$ cat config.mk
export PLATFORM = sky130hd
export DESIGN_NAME = ham6_hold_modify
export DESIGN_NICKNAME = d
export VERILOG_FILES = /design/src/rtl/core/ham6_pkg.sv /design/src/rtl/core/ham6_hold_modify.sv
export SDC_FILE = /design/constraint.sdc
export NUM_CORES = 1
export LEC_CHECK = 0
export ABC_AREA = 1
export BUFFER_PORTS_ARGS = -buffer_cell sky130_fd_sc_hd__buf_2
export CAP_MARGIN = 20
export CORE_AREA = 2 2 94 96
export DETAILED_ROUTE_END_ITERATION = 12
export DIE_AREA = 0 0 96 98
export GPL_TIMING_DRIVEN = 0
export PLACE_DENSITY = 0.71
export SYNTH_ARGS = -nofsm -noshare
export SYNTH_HDL_FRONTEND = slang
export SYNTH_SLANG_ARGS = --single-unit
$ cat constraint.sdc
create_clock -name vclk -period 1.35
set_clock_uncertainty 0.1 [all_clocks]
set_input_delay 0.135 -clock vclk [all_inputs]
set_output_delay 0.135 -clock vclk [all_outputs]
set_load 0.01 [all_outputs]
$ cat src/rtl/core/ham6_pkg.sv
// ham6_pkg: shared types, constants and helpers for the hold-and-modify pixel writer
// depends on nothing; imported by every module of the core
`default_nettype none
package ham6_pkg;

    // frame store geometry; row stride is the maximum width, a power of two,
    // so a store address is simply {row, column}
    localparam int MAX_WIDTH       = 512;
    localparam int MAX_HEIGHT      = 256;
    localparam int PALETTE_ENTRIES = 16;

    localparam int X_W        = $clog2(MAX_WIDTH);
    localparam int Y_W        = $clog2(MAX_HEIGHT);
    localparam int ADDR_W     = X_W + Y_W;
    localparam int STORE_DEPTH = MAX_WIDTH * MAX_HEIGHT;

    localparam int CH_W   = 4;
    localparam int OUT_W  = 8;
    localparam int PEN_W  = 6;
    localparam int FW_W   = 10;
    localparam int FH_W   = 9;
    localparam int PAL_W  = PALETTE_ENTRIES * CH_W;
    localparam int CFG_IW = 3;
    localparam int CFG_DW = 64;

    localparam logic [FW_W-1:0] FW_MAX   = FW_W'(MAX_WIDTH);
    localparam logic [FH_W-1:0] FH_MAX   = FH_W'(MAX_HEIGHT);
    localparam logic [FW_W-1:0] FW_RESET = FW_W'(320);
    localparam logic [FH_W-1:0] FH_RESET = FH_W'(200);

    // configuration register indexes
    localparam logic [CFG_IW-1:0] REG_FRAME_WIDTH   = 3'd0;
    localparam logic [CFG_IW-1:0] REG_FRAME_HEIGHT  = 3'd1;
    localparam logic [CFG_IW-1:0] REG_PALETTE_RED   = 3'd2;
    localparam logic [CFG_IW-1:0] REG_PALETTE_GREEN = 3'd3;
    localparam logic [CFG_IW-1:0] REG_PALETTE_BLUE  = 3'd4;

    // pen modes, bits 5..4 of the pen
    localparam logic [1:0] MODE_PALETTE = 2'd0;
    localparam logic [1:0] MODE_BLUE    = 2'd1;
    localparam logic [1:0] MODE_RED     = 2'd2;
    localparam logic [1:0] MODE_GREEN   = 2'd3;

    typedef struct packed {
        logic [CH_W-1:0] red;
        logic [CH_W-1:0] green;
        logic [CH_W-1:0] blue;
    } colour_t;

    // effective frame size and palette banks
    typedef struct packed {
        logic [FW_W-1:0]  width;
        logic [FH_W-1:0]  height;
        logic [PAL_W-1:0] pal_red;
        logic [PAL_W-1:0] pal_green;
        logic [PAL_W-1:0] pal_blue;
    } cfg_t;

    // one read and one write access to the frame store
    typedef struct packed {
        logic              rd_en;
        logic [ADDR_W-1:0] rd_addr;
        logic              wr_en;
        logic [ADDR_W-1:0] wr_addr;
        colour_t           wr_data;
    } store_req_t;

    // channel times 17 is the nibble repeated
    function automatic logic [OUT_W-1:0] expand_ch(input logic [CH_W-1:0] c);
        return {c, c};
    endfunction

endpackage
`default_nettype wire

$ cat src/rtl/core/ham6_hold_modify.sv
// ham6_hold_modify: pen decode, palette lookup and channel hold/modify
// depends on ham6_pkg
`default_nettype none
module ham6_hold_modify (
    input  wire ham6_pkg::colour_t           left,
    input  wire logic [ham6_pkg::PEN_W-1:0]  pen,
    input  wire ham6_pkg::cfg_t              cfg,
    output ham6_pkg::colour_t                result
);
    import ham6_pkg::*;

    logic [1:0]      mode;
    logic [CH_W-1:0] val;

    assign mode = pen[PEN_W-1:CH_W];
    assign val  = pen[CH_W-1:0];

    always_comb begin
        result = left;
        case (mode)
            MODE_PALETTE: begin
                result.red   = cfg.pal_red[val*CH_W +: CH_W];
                result.green = cfg.pal_green[val*CH_W +: CH_W];
                result.blue  = cfg.pal_blue[val*CH_W +: CH_W];
            end
            MODE_BLUE:  result.blue  = val;
            MODE_RED:   result.red   = val;
            MODE_GREEN: result.green = val;
            default:    result = left;
        endcase
    end

endmodule
`default_nettype wire

# ---- Word level (Yosys, flattened, before mapping)
# Cells that the tools add are included.
dict set report word_totals {
  ff_bits 0
  inputBits 229
  output_inout_bits 12
  wordCells 10
}
dict set report classes {
  eq_ne 3
  shift 3
  muxes 3
  n_reduce_logical 1
}
# operator count
set ops {}
lappend ops {{64-bit by 7-bit variable part select with 4-bit output} 3}
lappend ops {{4-bit case mux with 2 select lines} 3}
lappend ops {{2-bit == test, second input constant} 2}
lappend ops {{2-bit by 1-bit == test with 1-bit output, second input constant} 1}
lappend ops {{2-bit logical NOT} 1}

# ---- Depth between registers and ports, before layout
dict set report depth {
  ltp_word 2
  ltp_mapped 11
  ltp_nobuf 9
}

# ---- Worst setup path before layout
# No wires, ideal clock.
dict set report synth_path {
  path_type {input -> output}
  startpoint {input port pen[1] in the netlist's numbering}
  endpoint {output port result[4] in the netlist's numbering}
  t_arrival_ns 0.994
  required_time_ns 1.115
  path_slack_ns 0.121
  path_stages 8
  path_buffers 1
  cell_sequence {clkinv_1 -> clkbuf_1 -> nand2_1 -> nand3_1 -> nand3_1 -> nand2_1 -> nand2_1 -> a21oi_1}
}
# item line_no
set synth_lines {}
lappend synth_lines {{from (decl)} ham6_hold_modify.sv:6} ;# input wire logic [ham6_pkg::PEN_W-1:0] pen,
lappend synth_lines {{to (decl)} ham6_hold_modify.sv:8} ;# output ham6_pkg::colour_t result

==> results.cfg <==
[floorplan]
fp-row-count = 34
core_area_um2 = 8470
io_pins = 241
die-area_um2 = 9410
die_y_um = 98
die_x_um = 96
start_util_pct = 27.6

[global_routing]
grt_max_degree = 11
antenna_found_initial = 0
grt_pass1_wl_um = 18600
gr-total-overflow = 0
grt_pass1_vias = 3953
grt_usage_pct = 25.1

[place]
placedInstanceArea_um2 = 3580
gp_congestion = 0.907
dp_slack_ns = -0.538
numPortBuffers = 222
placed_cells = 841
hpwl_um = 9880

[drt]
drtIter0Drc = 174
drc = 0
drtAntennaViolNets = 0
drt-vias-per-instance = 4.77
drt-total-wl_um = 12700
drtPass1Iterations = 4
vias = 4048
wl_per_cell_um = 15.0

[worst_setup_path]
path_class = input port to output pin
arrival_ns = 1.34
end_kind = output pin
cp-endpoint = result[7]
crit_required_ns = 1.12
crit_path_max_fanout = 6
critPathLaunch = pen[0]
start_kind = input port

[timing]
slew_headroom_pct = 80.9
fin_crit_sh_pct = 117
fin_ws_ns = -0.224
period_needed_ns = 1.57
holdWs_ns = 0.483
maxSlewViolCount = 0
grt_setup_unrepaired = true
setup_viol = 12
final_hold_viol_count = 0
fmax_ghz = 0.635
tightest_slew_ns = 0.286

[finish]
final_cell_mix = 227 x buf_2, 126 x nand2_1, 84 x nor2_1
area_delta_synth_final_pct = 78.1
num-clock-buffers = 0
final_common_cell = buf_2
seq_cells = 0
layout.area.seq_um2 = 0
finalInstanceArea_um2 = 4160
antennaDiodeCount = 0
finalNonFillerCells = 848
drive_above_1_share_pct = 43.9
nets = 975

[clocking]
ctsHoldBuffers = 0

[outcome]
outcome = complete, but fails checks
violations = setup timing

[logic_synthesis]
seq_area_frac_synth_pct = 0
synth-warning-count = 0
synth.distinct_cells = 17
synth_area_um2 = 2340
synth_nets = 744
synthCells = 511
syn_avg_cell_area_um2 = 4.57

[run]
drv_cap = 0

[pwr]
totalPowerFinal_mw = 1.36
total_leakage_power_nw = 2.38
power.density_nw_per_um2 = 327
ir_drop_mv = 0.186

[hold_path]
hp-class = input port to output pin
## report_power, final
part           total [mW]  leakage [nW]  internal, mW  switching (mW)
Clock                   0             0             0               0
Combinational        1.36          2.38         0.651           0.711
Sequential              0             0             0               0
## repair_timing
| item | in CTS | in global routing |
|---|---|---|
| gates cloned | 3 | 2 |
| gates resized for setup | 91 | 49 |
| setup buffers | 2 | 0 |
| pin swaps | 22 | 23 |
| setup endpoints to repair | 12 | 12 |
## cell families (layout without fill, tap and decap cells)
logic type | count (synthesis) | count (layout) | synth area share, %
AND/OR/NAND/NOR | 297 | 297 | 51.1
AO/OA/AOI/OAI | 112 | 112 | 26.4
buffers and inverters | 98 | 327 | 20.4
adder cells (fa/ha/maj) | 4 | 4 | 2.14
## metal layers
layer / global-route usage [%] / up-vias / part of all wire, %
met1: 29.3 / 1732 / 40
met4: 5.49 / 0 / 1.6
met5: 0 / - / 0
met2: 48.2 / 200 / 51
met3: 1.85 / 16 / 7.1
li1: - / 2100 / -
## worst min-delay path by stage
stage | from | end | cells after the start
floorplan | left[4] | result[4] | 2
global placement | left[9] | result[9] | 4
detailed placement | left[8] | result[8] | 4
CTS | left[8] | result[8] | 4
global route | left[10] | result[10] | 4
finish | left[11] | result[11] | 4
## worst max-delay path, cell delays in order
cell and delay [ns]:
buf_12 0.11, clkinv_8 0.06, buf_8 0.14, buf_4 0.15, nand2_1 0.05, nand3_1 0.07, nand3_1 0.09, nand3_1 0.07
nand2_1 0.10, nand2_1 0.07, a21oi_2 0.13, buf_2 0.14
## synth_stat cells
cell	instances	area (um2)
a22oi_1	8	60.1
nor2_1	102	383
a21oi_1	12	60.1
ha_1	4	50.1
buf_4	2	15.0
o211ai_1	14	105
buf_6	11	124
buf_2	15	75.1
inv_1	57	214
clkinv_1	1	3.75
o21ai_0	39	195
nand3_1	63	315
o21ai_1	39	195
buf_1	3	11.3
nand2_1	132	495
clkbuf_1	8	30.0
inv_2	1	3.75
## final cells by class
cell class | instances | area [um2]
Buffer | 39 | 435
Fill cell | 958 | 4300
Inverter | 59 | 235
Multi-Input combinational cell | 413 | 2100
Tap cell | 108 | 135
Timing Repair Buffer | 229 | 1260
## per-stage QoR
stage,util (%),setup TNS (ns)
global route,49.2,-3.49
finish,49.2,-2.46
floorplan,-,0
detailed placement,42.3,-5.38
global placement,42.3,-5.43
CTS,46.7,-2.36
(Power assumes the default switching activity.)
