`config.mk`:
```
export PLATFORM = sky130hd
export DESIGN_NAME = ham6_cfg_regs
export DESIGN_NICKNAME = d
export VERILOG_FILES = /design/src/rtl/core/ham6_pkg.sv /design/src/rtl/core/ham6_cfg_regs.sv
export SDC_FILE = /design/constraint.sdc
export NUM_CORES = 1
export LEC_CHECK = 0
export ABC_AREA = 1
export ABC_CLOCK_PERIOD_IN_PS = 2900
export BUFFER_PORTS_ARGS = -buffer_cell sky130_fd_sc_hd__buf_2
export CORE_MARGIN = 4
export CORE_UTILIZATION = 50
export DETAILED_ROUTE_END_ITERATION = 10
export HOLD_SLACK_MARGIN = 0.06
export PLACE_DENSITY = 0.79
export SKIP_CTS_REPAIR_TIMING = 1
export SLEW_MARGIN = 20
export SYNTH_ARGS = -nofsm -noshare
export SYNTH_HDL_FRONTEND = slang
export SYNTH_SLANG_ARGS = --single-unit
```
`constraint.sdc`:
```
create_clock -name aclk -period 2.9 [get_ports aclk]
set_input_delay 0.435 -clock aclk [delete_from_list [all_inputs] [get_ports aclk]]
set_output_delay 0.435 -clock aclk [all_outputs]
set_load 0.03 [all_outputs]
```
`src/rtl/core/ham6_pkg.sv`:
```
// ham6_pkg: shared types, constants and helpers for the hold-and-modify pixel writer
// depends on nothing; imported by every module of the core
`default_nettype none
package ham6_pkg;

    // frame store geometry; row stride is the maximum width, a power of two,
    // so a store address is simply {row, column}
    localparam int MAX_WIDTH       = 512;
    localparam int MAX_HEIGHT      = 256;
    localparam int PALETTE_ENTRIES = 16;

    localparam int X_W        = $clog2(MAX_WIDTH);
    localparam int Y_W        = $clog2(MAX_HEIGHT);
    localparam int ADDR_W     = X_W + Y_W;
    localparam int STORE_DEPTH = MAX_WIDTH * MAX_HEIGHT;

    localparam int CH_W   = 4;
    localparam int OUT_W  = 8;
    localparam int PEN_W  = 6;
    localparam int FW_W   = 10;
    localparam int FH_W   = 9;
    localparam int PAL_W  = PALETTE_ENTRIES * CH_W;
    localparam int CFG_IW = 3;
    localparam int CFG_DW = 64;

    localparam logic [FW_W-1:0] FW_MAX   = FW_W'(MAX_WIDTH);
    localparam logic [FH_W-1:0] FH_MAX   = FH_W'(MAX_HEIGHT);
    localparam logic [FW_W-1:0] FW_RESET = FW_W'(320);
    localparam logic [FH_W-1:0] FH_RESET = FH_W'(200);

    // configuration register indexes
    localparam logic [CFG_IW-1:0] REG_FRAME_WIDTH   = 3'd0;
    localparam logic [CFG_IW-1:0] REG_FRAME_HEIGHT  = 3'd1;
    localparam logic [CFG_IW-1:0] REG_PALETTE_RED   = 3'd2;
    localparam logic [CFG_IW-1:0] REG_PALETTE_GREEN = 3'd3;
    localparam logic [CFG_IW-1:0] REG_PALETTE_BLUE  = 3'd4;

    // pen modes, bits 5..4 of the pen
    localparam logic [1:0] MODE_PALETTE = 2'd0;
    localparam logic [1:0] MODE_BLUE    = 2'd1;
    localparam logic [1:0] MODE_RED     = 2'd2;
    localparam logic [1:0] MODE_GREEN   = 2'd3;

    typedef struct packed {
        logic [CH_W-1:0] red;
        logic [CH_W-1:0] green;
        logic [CH_W-1:0] blue;
    } colour_t;

    // effective frame size and palette banks
    typedef struct packed {
        logic [FW_W-1:0]  width;
        logic [FH_W-1:0]  height;
        logic [PAL_W-1:0] pal_red;
        logic [PAL_W-1:0] pal_green;
        logic [PAL_W-1:0] pal_blue;
    } cfg_t;

    // one read and one write access to the frame store
    typedef struct packed {
        logic              rd_en;
        logic [ADDR_W-1:0] rd_addr;
        logic              wr_en;
        logic [ADDR_W-1:0] wr_addr;
        colour_t           wr_data;
    } store_req_t;

    // channel times 17 is the nibble repeated
    function automatic logic [OUT_W-1:0] expand_ch(input logic [CH_W-1:0] c);
        return {c, c};
    endfunction

endpackage
`default_nettype wire

```
`src/rtl/core/ham6_cfg_regs.sv`:
```
// ham6_cfg_regs: frame size and palette registers behind the plain write port
// depends on ham6_pkg
`default_nettype none
module ham6_cfg_regs (
    input  wire logic                         aclk,
    input  wire logic                         aresetn,
    input  wire logic                         cfg_wr_en,
    input  wire logic [ham6_pkg::CFG_IW-1:0]  cfg_index,
    input  wire logic [ham6_pkg::CFG_DW-1:0]  cfg_wdata,
    output ham6_pkg::cfg_t                    cfg
);
    import ham6_pkg::*;

    logic [FW_W-1:0]  width_reg,  width_next;
    logic [FH_W-1:0]  height_reg, height_next;
    logic [PAL_W-1:0] pal_r_reg,  pal_r_next;
    logic [PAL_W-1:0] pal_g_reg,  pal_g_next;
    logic [PAL_W-1:0] pal_b_reg,  pal_b_next;

    always_comb begin
        width_next  = width_reg;
        height_next = height_reg;
        pal_r_next  = pal_r_reg;
        pal_g_next  = pal_g_reg;
        pal_b_next  = pal_b_reg;
        if (cfg_wr_en) begin
            case (cfg_index)
                REG_FRAME_WIDTH:   width_next  = cfg_wdata[FW_W-1:0];
                REG_FRAME_HEIGHT:  height_next = cfg_wdata[FH_W-1:0];
                REG_PALETTE_RED:   pal_r_next  = cfg_wdata[PAL_W-1:0];
                REG_PALETTE_GREEN: pal_g_next  = cfg_wdata[PAL_W-1:0];
                REG_PALETTE_BLUE:  pal_b_next  = cfg_wdata[PAL_W-1:0];
                default: ;
            endcase
        end
    end

    always_ff @(posedge aclk) begin
        if (!aresetn) begin
            width_reg  <= FW_RESET;
            height_reg <= FH_RESET;
            pal_r_reg  <= '0;
            pal_g_reg  <= '0;
            pal_b_reg  <= '0;
        end else begin
            width_reg  <= width_next;
            height_reg <= height_next;
            pal_r_reg  <= pal_r_next;
            pal_g_reg  <= pal_g_next;
            pal_b_reg  <= pal_b_next;
        end
    end

    // oversized frames clamp to the store size
    always_comb begin
        cfg.width     = (width_reg > FW_MAX) ? FW_MAX : width_reg;
        cfg.height    = (height_reg > FH_MAX) ? FH_MAX : height_reg;
        cfg.pal_red   = pal_r_reg;
        cfg.pal_green = pal_g_reg;
        cfg.pal_blue  = pal_b_reg;
    end

endmodule
`default_nettype wire

```
# Word-level counts from Yosys, hierarchy flattened
# Index checks and enable logic that the tools add are counted.
[word_totals]
inputBits = 70
romBits = 0
register_bits = 211
out_inout_bits = 211
latch_bits = 0
mem_count = 0
mem_bits_rw = 0
[op_classes]
bitwise = 0
eq_ne = 4
n_mux = 2
addsub = 0
shift = 0
div = 0
mul = 0
n_reduce_logical = 6
magnitude_cmp = 2
[op_table]
columns = ["cell", "count"]
rows = [
  ["$gt 10x10->1 const B", 1],
  ["$mux 10", 1],
  ["$reduce_and 2->1", 5],
  ["$gt 9x9->1 const B", 1],
  ["$mux 9", 1],
  ["$eq 3x2->1 const B", 2],
  ["$eq 3x1->1 const B", 1],
  ["$eq 3x3->1 const B", 1],
  ["$logic_not 3->1", 1],
]

# Depth between registers and ports, before layout
# Gate-level depths: netlist (run 1).
[depth]
word_depth = 2
mapped_depth = 7

# Least setup slack after synthesis (run 1)
# OpenSTA, ideal clock, no wires.
[synth_timing]
path_type = "register -> output"
from = "register width_reg[6]"
to = "output port cfg[202] in the netlist's numbering"
required_ps = 2465
stages_incl_launch_ff = 6
slack_ps = 1370
t_arrival_ps = 1095
cell_sequence = "dfxtp_1 nor2_1 nand2_1 nor2_1 nand2_1 a21oi_1"
[synth_rtl]
columns = ["element", "line_no", "rtl"]
rows = [
  ["start, declared", "ham6_cfg_regs.sv:14", "logic [FW_W-1:0] width_reg, width_next;"],
  ["start signal, assigned", "ham6_cfg_regs.sv:46", "width_reg <= width_next;"],
  ["end, declared", "ham6_cfg_regs.sv:10", "output ham6_pkg::cfg_t cfg"],
]

==> results.toml, run 1 <==
[sta]
tightest_slew_ps = 902
setup_slack_ps = 824
finalClockSkew_ps = 0
setup_viol = 0
rsz0062_at_grt = "no"
max_freq_ghz = 0.482
post-route-min-period_ps = 2080
finalCritPeriodShare_pct = 71.6
finalMaxSlewViolations = 0
fin_setup_tns_ps = 0
hold_viol_final = 0
slew_headroom_pct = 39.9

[cts]
clock_path_buffers = 3
htreeDepth = 1
clock-root-buffer = "clkbuf_16"
cts_buffers = 21
cts_tree = "done"
worstSkewPairLatency_ps = 480
clock-sinks = 211
clk_pin_slew_ps = 60

[synth]
synth_enable_flop_cells = 0
syn_nets = 1205
synth_xor_area_share_pct = 0
synth_area_um2 = 8320
yosys_warnings = 0
ys_seq_area_share_pct = 50.8
yosysTopAreaCell = "dfxtp_1"
synth.avg_cell_area_um2 = 7.33
ys_types = 17
synth.most_common_cell = "nor2_1"
async_reset_ff_share_pct = 0
synth_top_area_share_pct = 50.8
synth_compound_area_share_pct = 8.60
synth.area.mux_share_pct = 0
synth_fa_ha_area_share_pct = 0
synthSimpleGateAreaFrac_pct = 31.4
ys_ff_latch = 211
synth_common_cells = "nor2_1, dfxtp_1, nand2_1"
yosys_most_used_dff = "dfxtp_1"
synthTopCellsByArea = "dfxtp_1, nor2_1, nand4_1, nand2_1, o21ai_0"
synthCells = 1135
synth_top_family_by_area = "simple AND/OR/NAND/NOR gates"

[drt]
via_per_inst = 5.32
dr.first_iter.drc_count = 741
post-route-drc-count = 0
wl_per_cell_um = 16.0
first_pass_iters = 5
num_vias = 8443
ant_nets = 0
route.final.wire_length_mm = 25.4

[job]
cap_viol_max_count = 0

[pwr]
peakVddDrop_mv = 0.435
combPwrFrac_pct = 11.6
power_frac_seq_pct = 46.3
switching_share_pct = 26.2
report.power.total_mw = 6.56
powerDensity_nw_per_um2 = 631
p_clk_share_pct = 42.1
power.switching_mw = 1.72
p_leak_nw = 4.99
power.internal_mw = 4.84

[place]
place_congestion = 0.839
pre_cts_ws_ps = 697
portBuffers = 280
place_hpwl_mm = 16.6

[die]
core_um2 = 16100
num_rows = 46
die_area_um2 = 18800
die_h_um = 137
start_util_pct = 51.6
die_width_um = 137
io_pins = 281

[setup_path]
start_kind = "flip-flop"
end_kind = "output pin"
arrival_ps = 1640
crit_fanout = 8
worst_r2r_endpoint = "width_reg[9]"
r2r_slack_ps = 2160
reg2regPathDepth = 2
r2r_start = "width_reg[9]"
path_class = "reg2out"
cp.required_ps = 2470

[grt]
met2_usage_pct = 41.9
use_met3_pct = 7.21
globalRoute.busiestLayer = "met2"
grt.overflow.total = 0
grt_pass1_vias = 7521
antenna_found_initial = 1
grt_usage_pct = 26.0
grt_max_degree = 94
use_met1_pct = 34.0
grt_pass1_wl_mm = 39.7

[min_path]
min-delay-start = "cfg_wdata[22]"
worst_hold_path_type = "in2reg"
min_delay_path_depth = 3
holdPathEnd = "pal_g_reg[22]"

[cells_and_area]
nets = 1428
drive_gt1_share_pct = 24.5
syn_to_final_growth_pct = 25.0
diodes = 0
fill_cells = 1422

[outcome]
run_status = "completed"
==> cell usage in the layout, fill, tap and decap left out, drive strengths merged <==
cell type	instances
dfxtp	211
nand3	7
inv	88
nand2	149
a21oi	68
clkbuf	34
o21ai	72
buf	295
bufinv	1
o211ai	2
nand4	135
nor3	2
clkinv	3
nor2	305
==> critical path, stage by stage (launching register included) <==
cell,delay [ps]
dfxtp_1,340
inv_1,70
nand3_1,80
nor2_1,40
nor2_1,340
nor2_1,100
buf_2,190
==> worst max-delay path by stage <==
| stage | endpoint | cells past startpoint | startpoint | slack, ps |
|---|---|---|---|---|
| 5_1_grt | cfg[193] | 6 | height_reg[7] | 690 |
| 3_5_place_dp | pal_g_reg[25] | 6 | cfg_index[0] | 700 |
| 6_report | cfg[199] | 6 | height_reg[2] | 820 |
| 2_1_floorplan | cfg[202] | 5 | width_reg[6] | 1370 |
| 4_1_cts | cfg[199] | 6 | height_reg[7] | 820 |
| 3_3_place_gp | pal_g_reg[24] | 6 | cfg_index[0] | 720 |
==> routing by layer <==
metal	up-vias	routed length (um)
met5	-	12
met4	2	702
met3	62	2610
met2	375	11800
met1	3873	10400
li1	4131	-
==> metrics by stage <==
| step | hold WS, ps | cell area [um2] | utilization, % | cells |
|---|---|---|---|---|
| 3_3_place_gp | 448 | 9690 | 60.1 | 1551 |
| 3_5_place_dp | 455 | 9690 | 60.1 | 1551 |
| 6_report | 231 | 10400 | 64.5 | 1588 |
| 4_1_cts | 216 | 10400 | 64.5 | 1588 |
| 2_1_floorplan | 442 | 8320 | - | 1135 |
| 5_1_grt | 225 | 10400 | 64.5 | 1588 |
==> area by class of cell <==
| type | count | area, um2 | area share, % |
|---|---|---|---|
| well taps | 216 | 270 | 2.60 |
| inverters | 89 | 338 | 3.25 |
| multi-input cells | 740 | 3330 | 32.0 |
| clock buffers | 34 | 664 | 6.39 |
| clock inverters | 3 | 40.0 | 0.385 |
| flip-flops and latches | 211 | 4220 | 40.6 |
| repair buffers | 295 | 1530 | 14.7 |
==> power by group through the flow <==
stage,logic [mW],clock network [mW],registers [mW]
2_1_floorplan,0.347,0,3.25
3_3_place_gp,0.748,0,3.10
3_5_place_dp,0.759,0,3.10
4_1_cts,0.762,2.78,3.04
5_1_grt,0.834,2.90,3.05
6_report,0.764,2.76,3.04
==> cells by family (layout without fill, tap and decap cells) <==
| logic type | after synthesis | in the layout |
|---|---|---|
| compound gates | 142 | 142 |
| buf+inv | 184 | 421 |
| flops | 211 | 211 |
| simple gates | 598 | 598 |
No activity file was read; power rests on OpenSTA's default activity.
==> run 2, diff against run 1 <==
Settings changed: ABC_AREA 1 to 0, ABC_CLOCK_PERIOD_IN_PS 2900 to 2200, PLACE_DENSITY 0.79 to 0.8.
Clock period 2.9 ns to 2.2 ns, I/O delays scaled along.
==> results.toml, run 2 <==
[job]
cap_viol_max_count = 0

[cells_and_area]
diodes = 0
final_cell_mix = "buf_2, nand2_1, mux2i_1, dfxtp_1, nor2b_1"
drive_gt1_share_pct = 31.4
multi_input_comb_area_um2 = 3400
final_cell_count_no_fill = 1268
final_common_cell = "buf_2"
syn_to_final_growth_pct = 29.5
ff_latch_area_um2 = 4220
fill_cells = 1223
design_area_um2 = 10200
nets = 1115

[sta]
max_freq_ghz = 0.579
post-route-min-period_ps = 1730
setup_slack_ps = 472
slew_headroom_pct = 62.8
tightest_slew_ps = 551
rsz0062_at_grt = "no"
finalMaxSlewViolations = 0
finalClockSkew_ps = 0
setup_viol = 0
finalCritPeriodShare_pct = 78.5
fin_setup_tns_ps = 0
hold_viol_final = 0

[synth]
synthSimpleGateAreaFrac_pct = 15.9
synth_compound_area_share_pct = 0
synth_common_cells = "nand2_1, dfxtp_1, mux2i_1"
synth.most_common_cell = "nand2_1"
synth_xor_area_share_pct = 0
synthCells = 782
ys_types = 14
synth_top_area_share_pct = 53.5
synth.area.mux_share_pct = 26.7
yosysTopAreaCell = "dfxtp_1"
synth_enable_flop_cells = 0
yosys_most_used_dff = "dfxtp_1"
async_reset_ff_share_pct = 0
yosys_warnings = 0
syn_nets = 852
synth.avg_cell_area_um2 = 10.1
ys_seq_area_share_pct = 53.5
synth_area_um2 = 7900
synth_top_family_by_area = "multiplexers"
ys_ff_latch = 211
synthTopCellsByArea = "dfxtp_1, mux2i_1, nand2_1, nor2b_1, buf_4"
synth_fa_ha_area_share_pct = 0

[pwr]
peakVddDrop_mv = 0.504
p_leak_nw = 5.49
report.power.total_mw = 8.22
powerDensity_nw_per_um2 = 803

[die]
io_pins = 281
die_area_um2 = 17900
die_width_um = 134
num_rows = 45
start_util_pct = 51.6
core_um2 = 15300
die_h_um = 134

[place]
placed_cells = 1232
placed_area_um2 = 9530
portBuffers = 280
place_congestion = 0.799
place_hpwl_mm = 14.0
pre_cts_ws_ps = 702

[drt]
post-route-drc-count = 0
via_per_inst = 4.96
ant_nets = 0
dr.first_iter.drc_count = 229
wl_per_cell_um = 15.8
route.final.wire_length_mm = 20.1
first_pass_iters = 4
num_vias = 6290

[cts]
clk_pin_slew_ps = 60
cts_buffers = 22
htreeDepth = 1
clock-root-buffer = "clkbuf_16"
clock_path_buffers = 3
clock-sinks = 211
cts_tree = "done"
worstSkewPairLatency_ps = 490

[grt]
grt.overflow.total = 0
antenna_found_initial = 0
grt_pass1_wl_mm = 31.9
grt_pass1_vias = 6281
grt_usage_pct = 21.5
grt_max_degree = 84

[setup_path]
end_kind = "output pin"
start_kind = "flip-flop"
path_class = "reg2out"
cp.required_ps = 1870
crit_fanout = 11
arrival_ps = 1400

[outcome]
run_status = "completed"

[min_path]
worst_hold_path_type = "in2reg"
-- run 2: cell types whose count changed in the layout (fill, tap and decap cells not counted), moves of 4 or more --
cell	change
inv_1	-84
o21ai_0	-72
nand3_1	-6
a21oi_1	-68
nor2_1	-305
buf_4	-9
clkbuf_8	-4
buf_12	+8
nand2_1	+121
nand4_1	-135
mux2i_1	+211
nor2b_1	+26
-- run 2: worst max-delay path, stage by stage (launching register included) --
cell and delay, ps:
dfxtp_1 580, nor2b_1 130, buf_2 200
-- run 2: final cells by class --
type	instances	area share, %
Multi-Input combinational cell	514	33.3
Clock inverter	4	0.440
Sequential cell	211	41.3
Clock buffer	32	6.35
Tap cell	211	2.58
Timing Repair Buffer	296	16.1
-- run 2: where the power goes --
part	total, mW	switching (mW)	internal [mW]
Sequential	3.95	0.0446	3.91
Clock	3.56	1.42	2.15
Combinational	0.702	0.463	0.239
-- run 2: metal layers --
layer | global-route usage [%] | routed length [um] | up-vias
li1 | - | - | 3098
met1 | 25.9 | 8260 | 2943
met2 | 37.6 | 9830 | 216
met3 | 5.66 | 1540 | 33
met4 | 6.63 | 465 | 0
met5 | 0 | 0 | -
-- run 2: metrics by stage --
stage	util, %	hold slack (ps)
6_report	66.8	132
5_1_grt	66.8	132
4_1_cts	66.8	117
3_5_place_dp	62.3	443
3_3_place_gp	62.3	439
2_1_floorplan	-	434
-- run 2: worst paths after layout --
check | slack, ps | from | cells after the start | to
hold / removal | 130 | cfg_wdata[50] | 3 | pal_r_reg[50]
hold reg to reg | 450 | pal_g_reg[22] | 2 | pal_g_reg[22]
setup / recovery | 470 | width_reg[9] | 2 | cfg[202]
setup reg to reg | 1320 | width_reg[9] | 2 | width_reg[9]
-- run 2: cells by family after synthesis --
logic type    Yosys count
flops                 211
buf+inv                57
mux                   211
simple gates          303
